[config.mk]
export PLATFORM = sky130hd
export DESIGN_NAME = nearest_landmark_within_radius_top
export DESIGN_NICKNAME = d
export VERILOG_FILES = /design/src/rtl/nlw_pkg.sv /design/src/rtl/nlw_cell.sv /design/src/rtl/nlw_dist.sv /design/src/rtl/nearest_landmark_within_radius_top.sv
export SDC_FILE = /design/constraint.sdc
export NUM_CORES = 2
export LEC_CHECK = 0
export ABC_AREA = 1
export BUFFER_PORTS_ARGS = -buffer_cell sky130_fd_sc_hd__buf_2
export CORE_MARGIN = 2
export CORE_UTILIZATION = 40
export DETAILED_ROUTE_END_ITERATION = 7
export GPL_ROUTABILITY_DRIVEN = 0
export HOLD_SLACK_MARGIN = 0.06
export PLACE_DENSITY = 0.64
export SYNTH_ARGS = -nofsm -noshare
export SYNTH_HDL_FRONTEND = slang
export SYNTH_SLANG_ARGS = --single-unit
export TNS_END_PERCENT = 1
[constraint.sdc]
create_clock -name aclk -period 15.05 [get_ports aclk]
set_input_delay 3.01 -clock aclk [delete_from_list [all_inputs] [get_ports aclk]]
set_output_delay 3.01 -clock aclk [all_outputs]
set_load 0.03 [all_outputs]
[src/rtl/nlw_pkg.sv]
// ============================================================================
// nlw_pkg
// Shared types and constants for the nearest-landmark-within-radius block:
// point format, operation codes, register map, cell controls and FSM states.
// ============================================================================
package nlw_pkg;

    // Coordinate and register widths (fixed by the item format)
    localparam int COORD_W   = 16;
    localparam int GATE_W    = 15;
    localparam int GATE_SQ_W = 2 * GATE_W;
    localparam int SQ_W      = 2 * COORD_W;   // |dx|^2 fits in 32 bits
    localparam int D2_W      = SQ_W + 1;      // dx^2 + dy^2
    localparam int OUT_IDX_W = 6;

    // Operation codes carried in the op field
    localparam logic OP_LOAD  = 1'b0;
    localparam logic OP_QUERY = 1'b1;

    // Register map (register index is paddr[2])
    localparam logic REG_GATE_RADIUS = 1'b0;
    localparam logic [GATE_W-1:0] GATE_RADIUS_RESET = 15'd256;

    // One landmark point in signed Q8.8
    typedef struct packed {
        logic signed [COORD_W-1:0] x;
        logic signed [COORD_W-1:0] y;
    } point_t;

    // Per-cell controls of the landmark ring
    typedef struct packed {
        logic shift;   // take the neighbor's point
        logic load;    // take the appended point
    } cell_ctrl_t;

    // Sequencer states
    typedef enum logic [1:0] {
        ST_IDLE,
        ST_SCAN,
        ST_DRAIN,
        ST_DONE
    } state_t;

endpackage

[src/rtl/nlw_cell.sv]
// ============================================================================
// nlw_cell
// One storage cell of the landmark ring: holds a single point, takes an
// appended point on load, or takes its neighbor's point while the ring turns.
// ============================================================================
module nlw_cell
    import nlw_pkg::*;
(
    input  logic       aclk,
    input  cell_ctrl_t ctrl,
    input  point_t     load_pt,
    input  point_t     nbr_pt,
    output point_t     pt
);

    point_t pt_reg;
    point_t pt_next;

    // Load wins over shift; both never occur together
    always_comb begin
        pt_next = pt_reg;
        if (ctrl.load) begin
            pt_next = load_pt;
        end else if (ctrl.shift) begin
            pt_next = nbr_pt;
        end
    end

    always_ff @(posedge aclk) begin
        pt_reg <= pt_next;
    end

    assign pt = pt_reg;

endmodule

[src/rtl/nlw_dist.sv]
// ============================================================================
// nlw_dist
// Pipelined squared-distance unit with running-best tracking. Takes one
// landmark per cycle at the ring head: subtract, square, sum, then compare
// against the gate and the best so far (earliest index wins on ties).
// ============================================================================
module nlw_dist
    import nlw_pkg::*;
#(
    parameter int IDX_W = 6
)
(
    input  logic                  aclk,
    input  logic                  aresetn,
    input  logic                  clear,
    input  logic                  in_valid,
    input  logic [IDX_W-1:0]      in_idx,
    input  point_t                in_pt,
    input  point_t                query_pt,
    input  logic [GATE_SQ_W-1:0]  gate_sq,
    output logic                  best_hit,
    output logic [IDX_W-1:0]      best_idx,
    output point_t                best_pt
);

    // Stage 1: coordinate differences
    logic                        v1_reg;
    logic [IDX_W-1:0]            idx1_reg;
    point_t                      pt1_reg;
    logic signed [COORD_W:0]     dx1_reg, dy1_reg;
    logic signed [COORD_W:0]     dx1_next, dy1_next;

    // Stage 2: squares
    logic                        v2_reg;
    logic [IDX_W-1:0]            idx2_reg;
    point_t                      pt2_reg;
    logic [SQ_W-1:0]             sx2_reg, sy2_reg;
    logic signed [2*COORD_W+1:0] px_prod, py_prod;

    // Stage 3: sum
    logic                        v3_reg;
    logic [IDX_W-1:0]            idx3_reg;
    point_t                      pt3_reg;
    logic [D2_W-1:0]             d2_3_reg;
    logic [D2_W-1:0]             d2_3_next;

    // Running best
    logic                        hit_reg;
    logic [IDX_W-1:0]            best_idx_reg;
    point_t                      best_pt_reg;
    logic [D2_W-1:0]             best_d2_reg;
    logic                        take;

    assign dx1_next = {in_pt.x[COORD_W-1], in_pt.x} - {query_pt.x[COORD_W-1], query_pt.x};
    assign dy1_next = {in_pt.y[COORD_W-1], in_pt.y} - {query_pt.y[COORD_W-1], query_pt.y};

    assign px_prod = dx1_reg * dx1_reg;
    assign py_prod = dy1_reg * dy1_reg;

    assign d2_3_next = {1'b0, sx2_reg} + {1'b0, sy2_reg};

    // Strictly inside the gate and strictly better than the current best
    assign take = v3_reg
               && (d2_3_reg < D2_W'(gate_sq))
               && (!hit_reg || (d2_3_reg < best_d2_reg));

    // Pipeline valid bits
    always_ff @(posedge aclk) begin
        if (!aresetn) begin
            v1_reg <= 1'b0;
            v2_reg <= 1'b0;
            v3_reg <= 1'b0;
        end else begin
            v1_reg <= in_valid;
            v2_reg <= v1_reg;
            v3_reg <= v2_reg;
        end
    end

    // Pipeline payload
    always_ff @(posedge aclk) begin
        idx1_reg <= in_idx;
        pt1_reg  <= in_pt;
        dx1_reg  <= dx1_next;
        dy1_reg  <= dy1_next;
        idx2_reg <= idx1_reg;
        pt2_reg  <= pt1_reg;
        sx2_reg  <= px_prod[SQ_W-1:0];
        sy2_reg  <= py_prod[SQ_W-1:0];
        idx3_reg <= idx2_reg;
        pt3_reg  <= pt2_reg;
        d2_3_reg <= d2_3_next;
    end

    // Best-match flag
    always_ff @(posedge aclk) begin
        if (!aresetn) begin
            hit_reg <= 1'b0;
        end else if (clear) begin
            hit_reg <= 1'b0;
        end else if (take) begin
            hit_reg <= 1'b1;
        end
    end

    // Best-match payload
    always_ff @(posedge aclk) begin
        if (take) begin
            best_idx_reg <= idx3_reg;
            best_pt_reg  <= pt3_reg;
            best_d2_reg  <= d2_3_reg;
        end
    end

    assign best_hit = hit_reg;
    assign best_idx = best_idx_reg;
    assign best_pt  = best_pt_reg;

endmodule

[src/rtl/nearest_landmark_within_radius_top.sv]
// ============================================================================
// nearest_landmark_within_radius_top
// Landmark table with gated nearest-neighbor query.
//
// Landmarks live in a ring of MAX_LANDMARKS cells. A load transaction appends
// a point (or flags a drop when the table is full) and its acknowledge
// passes through the DONE state into the output register. A query turns the
// ring once, so every cell hands its point to its neighbor each cycle and the
// ring head feeds one landmark per cycle, in index order, into a single
// pipelined squared-distance unit; the result then waits in the DRAIN state
// while the last landmark passes the unit's difference, square, sum and
// best-match registers. One transaction is processed at a time; a new one is
// accepted while the previous result still waits in the output register.
// Distances are compared squared and exactly against gate_radius^2; ties keep
// the lowest index. No clearing pass is needed after reset.
// ============================================================================
module nearest_landmark_within_radius_top
    import nlw_pkg::*;
#(
    parameter int MAX_LANDMARKS = 64
)
(
    input  logic                      aclk,
    input  logic                      aresetn,

    // Input channel
    input  logic                      s_valid,
    output logic                      s_ready,
    input  logic                      s_op,
    input  logic signed [COORD_W-1:0] s_point_x,
    input  logic signed [COORD_W-1:0] s_point_y,

    // Result channel
    output logic                      m_valid,
    input  logic                      m_ready,
    output logic                      m_is_query,
    output logic                      m_found,
    output logic signed [COORD_W-1:0] m_match_x,
    output logic signed [COORD_W-1:0] m_match_y,
    output logic [OUT_IDX_W-1:0]      m_match_index,
    output logic                      m_load_dropped,

    // Configuration port
    input  logic                      psel,
    input  logic                      penable,
    input  logic                      pwrite,
    input  logic [2:0]                paddr,
    input  logic [31:0]               pwdata,
    output logic [31:0]               prdata,
    output logic                      pready
);

    localparam int IDX_W = (MAX_LANDMARKS > 1) ? $clog2(MAX_LANDMARKS) : 1;
    localparam int CNT_W = $clog2(MAX_LANDMARKS + 1);
    localparam logic [IDX_W-1:0] LAST_IDX = IDX_W'(MAX_LANDMARKS - 1);
    localparam logic [CNT_W-1:0] FULL_CNT = CNT_W'(MAX_LANDMARKS);
    localparam logic [1:0]       DRAIN_CYCLES = 2'd3;

    // ------------------------------------------------------------------
    // Configuration register
    // ------------------------------------------------------------------
    logic [GATE_W-1:0]    gate_reg;
    logic [GATE_SQ_W-1:0] gate_sq_reg;
    logic                 cfg_wr;

    assign pready = 1'b1;
    assign cfg_wr = psel && penable && pwrite && pready;

    always_ff @(posedge aclk) begin
        if (!aresetn) begin
            gate_reg <= GATE_RADIUS_RESET;
        end else if (cfg_wr && (paddr[2] == REG_GATE_RADIUS)) begin
            gate_reg <= pwdata[GATE_W-1:0];
        end
    end

    // Squared gate, one multiply registered
    always_ff @(posedge aclk) begin
        gate_sq_reg <= gate_reg * gate_reg;
    end

    // Register readback
    always_comb begin
        unique case (paddr[2])
            REG_GATE_RADIUS: prdata = {{(32 - GATE_W){1'b0}}, gate_reg};
            default:         prdata = '0;
        endcase
    end

    // ------------------------------------------------------------------
    // Sequencer
    // ------------------------------------------------------------------
    state_t            state_reg, state_next;
    logic [IDX_W-1:0]  scan_reg, scan_next;
    logic [1:0]        drain_reg, drain_next;
    logic [CNT_W-1:0]  count_reg;
    logic              query_reg, drop_reg;
    point_t            query_pt_reg;

    logic              accept;
    logic              full;
    logic              wr_en;
    logic              shift_en;
    logic              issue_en;
    logic              out_load;
    logic              out_free;

    assign accept   = s_valid && s_ready;
    assign full     = (count_reg == FULL_CNT);
    assign wr_en    = accept && (s_op == OP_LOAD) && !full;
    assign out_free = !m_valid || m_ready;

    // Next state
    always_comb begin
        state_next = state_reg;
        scan_next  = scan_reg;
        drain_next = drain_reg;
        unique case (state_reg)
            ST_IDLE: begin
                if (accept) begin
                    scan_next  = '0;
                    state_next = (s_op == OP_QUERY) ? ST_SCAN : ST_DONE;
                end
            end
            ST_SCAN: begin
                scan_next = scan_reg + 1'b1;
                if (scan_reg == LAST_IDX) begin
                    drain_next = DRAIN_CYCLES;
                    state_next = ST_DRAIN;
                end
            end
            ST_DRAIN: begin
                drain_next = drain_reg - 1'b1;
                if (drain_reg == 2'd1) begin
                    state_next = ST_DONE;
                end
            end
            ST_DONE: begin
                if (out_free) begin
                    state_next = ST_IDLE;
                end
            end
            default: state_next = ST_IDLE;
        endcase
    end

    // Sequencer outputs
    always_comb begin
        s_ready  = 1'b0;
        shift_en = 1'b0;
        issue_en = 1'b0;
        out_load = 1'b0;
        unique case (state_reg)
            ST_IDLE:  s_ready = 1'b1;
            ST_SCAN: begin
                shift_en = 1'b1;
                issue_en = 1'b1;
            end
            ST_DRAIN: ;
            ST_DONE:  out_load = out_free;
            default: ;
        endcase
    end

    always_ff @(posedge aclk) begin
        if (!aresetn) begin
            state_reg <= ST_IDLE;
            scan_reg  <= '0;
            drain_reg <= '0;
            count_reg <= '0;
        end else begin
            state_reg <= state_next;
            scan_reg  <= scan_next;
            drain_reg <= drain_next;
            if (wr_en) begin
                count_reg <= count_reg + 1'b1;
            end
        end
    end

    // Per-transaction context
    always_ff @(posedge aclk) begin
        if (accept) begin
            query_reg      <= (s_op == OP_QUERY);
            drop_reg       <= (s_op == OP_LOAD) && full;
            query_pt_reg.x <= s_point_x;
            query_pt_reg.y <= s_point_y;
        end
    end

    // ------------------------------------------------------------------
    // Landmark ring
    // ------------------------------------------------------------------
    point_t           ring [MAX_LANDMARKS];
    point_t           load_pt;
    logic [IDX_W-1:0] wr_addr;

    assign load_pt.x = s_point_x;
    assign load_pt.y = s_point_y;
    assign wr_addr   = count_reg[IDX_W-1:0];

    for (genvar i = 0; i < MAX_LANDMARKS; i++) begin : g_cell
        localparam int NXT = (i + 1) % MAX_LANDMARKS;
        cell_ctrl_t ctrl;

        assign ctrl.shift = shift_en;
        assign ctrl.load  = wr_en && (wr_addr == IDX_W'(i));

        nlw_cell u_cell (
            .aclk    (aclk),
            .ctrl    (ctrl),
            .load_pt (load_pt),
            .nbr_pt  (ring[NXT]),
            .pt      (ring[i])
        );
    end

    // ------------------------------------------------------------------
    // Distance unit at the ring head
    // ------------------------------------------------------------------
    logic             issue_valid;
    logic             best_hit;
    logic [IDX_W-1:0] best_idx;
    point_t           best_pt;

    assign issue_valid = issue_en && (CNT_W'(scan_reg) < count_reg);

    nlw_dist #(
        .IDX_W (IDX_W)
    ) u_dist (
        .aclk     (aclk),
        .aresetn  (aresetn),
        .clear    (accept),
        .in_valid (issue_valid),
        .in_idx   (scan_reg),
        .in_pt    (ring[0]),
        .query_pt (query_pt_reg),
        .gate_sq  (gate_sq_reg),
        .best_hit (best_hit),
        .best_idx (best_idx),
        .best_pt  (best_pt)
    );

    // ------------------------------------------------------------------
    // Output register
    // ------------------------------------------------------------------
    logic                  m_valid_reg;
    logic                  is_query_reg, found_reg, dropped_reg;
    point_t                match_pt_reg;
    logic [OUT_IDX_W-1:0]  match_idx_reg;
    logic                  hit_q;
    logic [IDX_W+OUT_IDX_W-1:0] idx_ext;

    assign hit_q   = query_reg && best_hit;
    assign idx_ext = {{OUT_IDX_W{1'b0}}, best_idx};

    always_ff @(posedge aclk) begin
        if (!aresetn) begin
            m_valid_reg <= 1'b0;
        end else if (out_load) begin
            m_valid_reg <= 1'b1;
        end else if (m_ready) begin
            m_valid_reg <= 1'b0;
        end
    end

    always_ff @(posedge aclk) begin
        if (out_load) begin
            is_query_reg  <= query_reg;
            found_reg     <= hit_q;
            dropped_reg   <= !query_reg && drop_reg;
            match_pt_reg  <= hit_q ? best_pt : '0;
            match_idx_reg <= hit_q ? idx_ext[OUT_IDX_W-1:0] : '0;
        end
    end

    assign m_valid        = m_valid_reg;
    assign m_is_query     = is_query_reg;
    assign m_found        = found_reg;
    assign m_match_x      = match_pt_reg.x;
    assign m_match_y      = match_pt_reg.y;
    assign m_match_index  = match_idx_reg;
    assign m_load_dropped = dropped_reg;

    // ------------------------------------------------------------------
    // Assertions
    // ------------------------------------------------------------------
    // Table count never passes the capacity
    assert property (@(posedge aclk) disable iff (!aresetn)
        count_reg <= FULL_CNT)
        else $error("landmark count beyond capacity");

    // An accepted load into a non-full table bumps the count by one
    assert property (@(posedge aclk) disable iff (!aresetn)
        (accept && (s_op == OP_LOAD) && !full) |=> (count_reg == $past(count_reg) + 1'b1))
        else $error("load did not append");

    // A finished transaction reaches the output register
    assert property (@(posedge aclk) disable iff (!aresetn)
        ((state_reg == ST_DONE) && out_free) |=> m_valid)
        else $error("result lost at completion");

    // Only query results can report a match, and only load results can carry a drop flag
    assert property (@(posedge aclk) disable iff (!aresetn)
        m_valid |-> !(m_found && !m_is_query) && !(m_load_dropped && m_is_query))
        else $error("result flags inconsistent with transaction kind");

endmodule
# Word-level counts from Yosys, hierarchy flattened
# Cells that the tools add are included.
dict set report word_totals {
  register_bits 2506
  input_bits 75
  output_inout_bits 76
  word_cells 554
}
dict set report op_classes {
  add_sub_neg 6
  multipliers 3
  magnitude_cmp 3
  eq_ne 73
  muxes 144
  bitwise_logic 3
  n_reduce_logical 155
}
# op count
set op_table {}
lappend op_table {{$mux W32} 128}
lappend op_table {{$eq A6 B6 Y1 const B} 33}
lappend op_table {{$reduce_bool A2 Y1} 67}
lappend op_table {{$eq A6 B5 Y1 const B} 16}
lappend op_table {{$logic_and A1 B1 Y1} 76}
lappend op_table {{$mul A17 B17 Y32} 2}
lappend op_table {{$eq A6 B4 Y1 const B} 8}
lappend op_table {{$sub A16 B16 Y17} 2}
lappend op_table {{$add A32 B32 Y33} 1}
lappend op_table {{$lt A33 B30 Y1} 1}
lappend op_table {{$lt A33 B33 Y1} 1}
lappend op_table {{$mul A15 B15 Y30} 1}
lappend op_table {{$eq A6 B3 Y1 const B} 4}
lappend op_table {{$mux W15} 1}
lappend op_table {{$eq A6 B2 Y1 const B} 2}
lappend op_table {{$mux W2} 6}
lappend op_table {{$pmux W6 S2} 1}
lappend op_table {{$ne A2 B2 Y1 const B} 4}
lappend op_table {{$pmux W2 S4} 1}
lappend op_table {{$add A7 B1 Y7 const B} 1}
lappend op_table {{$eq A7 B7 Y1 const B} 1}
lappend op_table {{$lt A6 B7 Y1} 1}
lappend op_table {{$add A6 B1 Y6 const B} 1}
lappend op_table {{$eq A6 B1 Y1 const B} 1}
lappend op_table {{14 further kinds} 27}

# Longest topological paths before layout
dict set report logic_depth {
  depth_word 7
  depth_mapped 27
  ltp_nobuf 25
}

# Hierarchy
# Synthesis repeated with hierarchy kept, for this count alone.
dict set report unflattened {
  cells_unflattened 13983
  area_unflattened_um2 134537.8
}
# mod n_inst cells_each area_per_inst_um2
set by_module_without_submodules {}
lappend by_module_without_submodules {nlw_cell 64 137 1401.3}
lappend by_module_without_submodules {nlw_dist 1 3691 32283.5}
lappend by_module_without_submodules {nearest_landmark_within_radius_top 1 1524 12568.3}

# Least setup slack after synthesis
# No wires, ideal clock.
dict set report synth_timing {
  kind {input port to output port}
  from {input port paddr[2]}
  to {output port prdata[10]}
  arrival_time_ps 3794
  slack_ps 8246
  path_stages 3
  path_buffers 2
  cell_sequence {clkbuf_1 clkbuf_1 nor2_1}
}
dict set report synth_between {
  elab_chain_len 1
}
# item line
set synth_rtl {}
lappend synth_rtl {{start: declaration} nearest_landmark_within_radius_top.sv:47} ;# input logic [2:0] paddr,
lappend synth_rtl {{$mux W15} nearest_landmark_within_radius_top.sv:84} ;# unique case (paddr[2])
lappend synth_rtl {{end: declaration} nearest_landmark_within_radius_top.sv:49} ;# output logic [31:0] prdata,
# No other way between the ends.

# Worst setup path after layout
dict set report layout_timing {
  from {register u_dist.dy1_reg[16]}
  to {register u_dist.sy2_reg[30]}
}
dict set report layout_between {
  elab_chain_len 1
}
# item line
set layout_rtl {}
lappend layout_rtl {{start: declaration} nlw_dist.sv:30} ;# logic signed [COORD_W:0] dx1_reg, dy1_reg;
lappend layout_rtl {{start signal: assignment} nlw_dist.sv:85} ;# dy1_reg <= dy1_next;
lappend layout_rtl {{$mul A17 B17 Y32} nlw_dist.sv:58} ;# assign py_prod = dy1_reg * dy1_reg;
lappend layout_rtl {{named net u_dist.py_prod[30]} nlw_dist.sv:38} ;# logic signed [2*COORD_W+1:0] px_prod, py_prod;
lappend layout_rtl {{end signal: assignment} nlw_dist.sv:89} ;# sy2_reg <= py_prod[SQ_W-1:0];
lappend layout_rtl {{end: declaration} nlw_dist.sv:37} ;# logic [SQ_W-1:0] sx2_reg, sy2_reg;
# The timed path passes the listed nets, and every way through them passes these cells.
# A chain may end at the register's enable or synchronous reset.

==> results.yml <==
status:
  status: "complete, no violations"
synthesis:
  yosys.area.top_type: "edfxtp_1"
  ys_seq_area_frac: 0.569
  synth-main-ff-cell: "edfxtp_1"
  yosysTopAreaCellShare: 0.520
  synth_cell_type_count: 44
  ys_warn_count: 0
  synth-seq-cells: 2503
  synth_area_um2: 127000
  avgSynthCellArea_um2: 10.6
  synthCells: 11900
  synth_area_leaders: "edfxtp_1 (52%), fa_1 (10%), nand2_1 (9.2%)"
  synth_edf_count: 2194
  async_reset_ff_frac: 0
global_route:
  grt_max_degree: 66
  antenna_found_initial: 23
  grt_pass1_wl_um: 486000
  grt_pass1_vias: 81100
  grt.overflow.total: 0
  grt_use_total: 0.194
floorplanning:
  ios: 151
  core_area_um2: 315000
  die-width_um: 567
  dieArea_um2: 321000
  initial_utilization: 0.402
  fp-row-count: 206
  fp.dieH_um: 567
min_path:
  hold_path.startpoint: "u_dist.pt2_reg[17]"
  hold_depth: 0
  min_path_type: "reg -> reg"
  min_to: "u_dist.pt3_reg[17]"
routing:
  route.met3.wl_um: 24300
  wl_met1_um: 134000
  vias_per_cell: 5.19
  dr.pass1.iters: 6
  first_iter_violations: 8391
  vias: 83500
  route.met2.wl_um: 149000
  ant_nets: 0
  drc: 0
  wirelength_um: 317000
  routedWlPerCell_um: 19.7
  top_layer_used: "met5"
final_layout:
  multi_input_area_um2: 46100
  area_growth_pct: 9.81
  drive_gt1_frac: 0.0663
  mostFrequentLayoutCells: "nand2_1 (3034), edfxtp_1 (2194), o21ai_0 (1742), inv_1 (1346), fa_1 (649)"
  largest_reg_flops: 2048
  nets: 12800
  fillCellCount: 29300
  layout_commonest_cell: "nand2_1"
  seq_area_um2: 72100
cts:
  cts_buffer_depth: 4
  clkSinkCount: 2503
  cts_tree: "done"
  cts-resized-gates: 0
  cts_root_buf: "clkbuf_16"
  h-tree-depth: 5
  cts_inserted_buffers: 275
  clock_latency_ns: 0.93
  post-cts-setup-buffers: 0
  postCtsHoldBufs: 0
  clkTransAtPathRegs_ns: 0.06
placement:
  place_hpwl_um: 209000
  place_ws_ns: 8.49
  io_buffers: 113
sta:
  hold_slack_ns: 0.323
  finalCriticalPeriod_ns: 6.60
  maxSlewViolCount: 0
  rsz0062_at_grt: "false"
  slew_headroom: 0.208
  fmaxAchievable_mhz: 151
  fin_crit_sh: 0.439
  worst-slew-pin-transition_ns: 1.19
  finalSetupTns_ns: 0
  final-hold-violation-count: 0
  finalSetupViolCount: 0
  finalClockSkew_ns: 0.101
  fin_ws_ns: 8.45
setup_path:
  r2r_cells: 20
  crit_fanout: 24
  r2r_start: "u_dist.dy1_reg[16]"
  startpoint_type: "register"
  rr_endpoint: "u_dist.sy2_reg[30]"
  cp.required_ns: 15.79
  arrival_ns: 7.34
  cp-end-kind: "register"
  path_class: "reg -> reg"
  r2r_slack_ns: 8.45
job:
  drv_cap: 0
worst max path at each step:
stage	startpoint	end	slack, ns	cells past startpoint
2_1_floorplan	paddr[2]	prdata[10]	8.25	3
3_3_place_gp	paddr[2]	prdata[3]	8.50	3
3_5_place_dp	paddr[2]	prdata[6]	8.49	3
4_1_cts	paddr[2]	prdata[3]	8.49	3
5_1_grt	u_dist.dy1_reg[16]	u_dist.sy2_reg[31]	8.12	24
6_report	u_dist.dy1_reg[16]	u_dist.sy2_reg[30]	8.45	20
synthesized netlist by cell type, types with 2 or more instances:
cell type / n
nand2_1: 3092
edfxtp_1: 2194
o21ai_0: 1742
inv_1: 1348
fa_1: 649
clkbuf_1: 551
o21ai_1: 415
ha_1: 400
dfxtp_1: 309
nor2_1: 262
a21oi_1: 214
buf_2: 143
nand3_1: 123
xor2_1: 123
buf_6: 50
nand4_1: 45
nor3_1: 40
clkinv_1: 34
xnor2_1: 34
buf_4: 25
o21bai_1: 21
a21o_1: 20
or2_2: 14
a21boi_0: 11
nand3b_1: 9
o211ai_1: 8
buf_1: 7
nor4_1: 7
a211oi_1: 5
a31oi_1: 5
o21a_1: 5
nor3_4: 4
a31o_2: 3
inv_2: 3
conb_1: 2
o31ai_1: 2
stage by stage:
step	utilization	cells	cell area (um^2)
floorplan	-	11900	127000
global placement	0.414	15600	130000
detailed placement	0.414	15600	130000
CTS	0.442	16100	139000
global route	0.442	16100	139000
finish	0.442	16100	139000
cells by family (layout without fill, tap and decap cells):
| group | count (synthesis) | after routing | share of synthesized area |
|---|---|---|---|
| DFF | 2503 | 2503 | 0.569 |
| AOI/OAI and AO/OA | 2454 | 2454 | 0.0986 |
| and+or+nand+nor | 3601 | 3601 | 0.110 |
| buffers and inverters | 2161 | 2136 | 0.0691 |
| other | 2 | 24 | 0.0000593 |
| xor gates and xnor gates | 157 | 157 | 0.0109 |
| adders and majority gates | 1049 | 1049 | 0.142 |
metal layers:
metal | track usage | vias up
li1 | - | 39000
met1 | 0.268 | 40900
met2 | 0.319 | 3050
met3 | 0.0278 | 518
met4 | 0.0575 | 2
met5 | 0 | -
layout make-up:
type / count / area share
Sequential cell: 2503 / 0.518
Multi-Input combinational cell: 7279 / 0.331
Clock buffer: 339 / 0.0533
Inverter: 1385 / 0.0378
Tap cell: 4160 / 0.0374
Timing Repair Buffer: 273 / 0.0127
Clock inverter: 139 / 0.00922
Antenna cell: 6 / 0.000108
worst max-delay path: stages (launching register included):
cell and delay, ns:
dfxtp_1 0.93, clkinv_1 0.67, or2_2 0.48, fa_1 0.49, inv_1 0.05, fa_1 0.40
fa_1 0.54, fa_1 0.44, fa_1 0.49, inv_1 0.05, fa_1 0.47, inv_1 0.04
ha_1 0.36, a21oi_1 0.38, o21ai_0 0.20, inv_1 0.12, o21ai_0 0.09, nand3_1 0.10
nand3_1 0.08, nand2_1 0.06, nand2_1 0.04
Power is not shown: default switching activity piles up to over one toggle a cycle in this logic, so the estimate is an artifact.
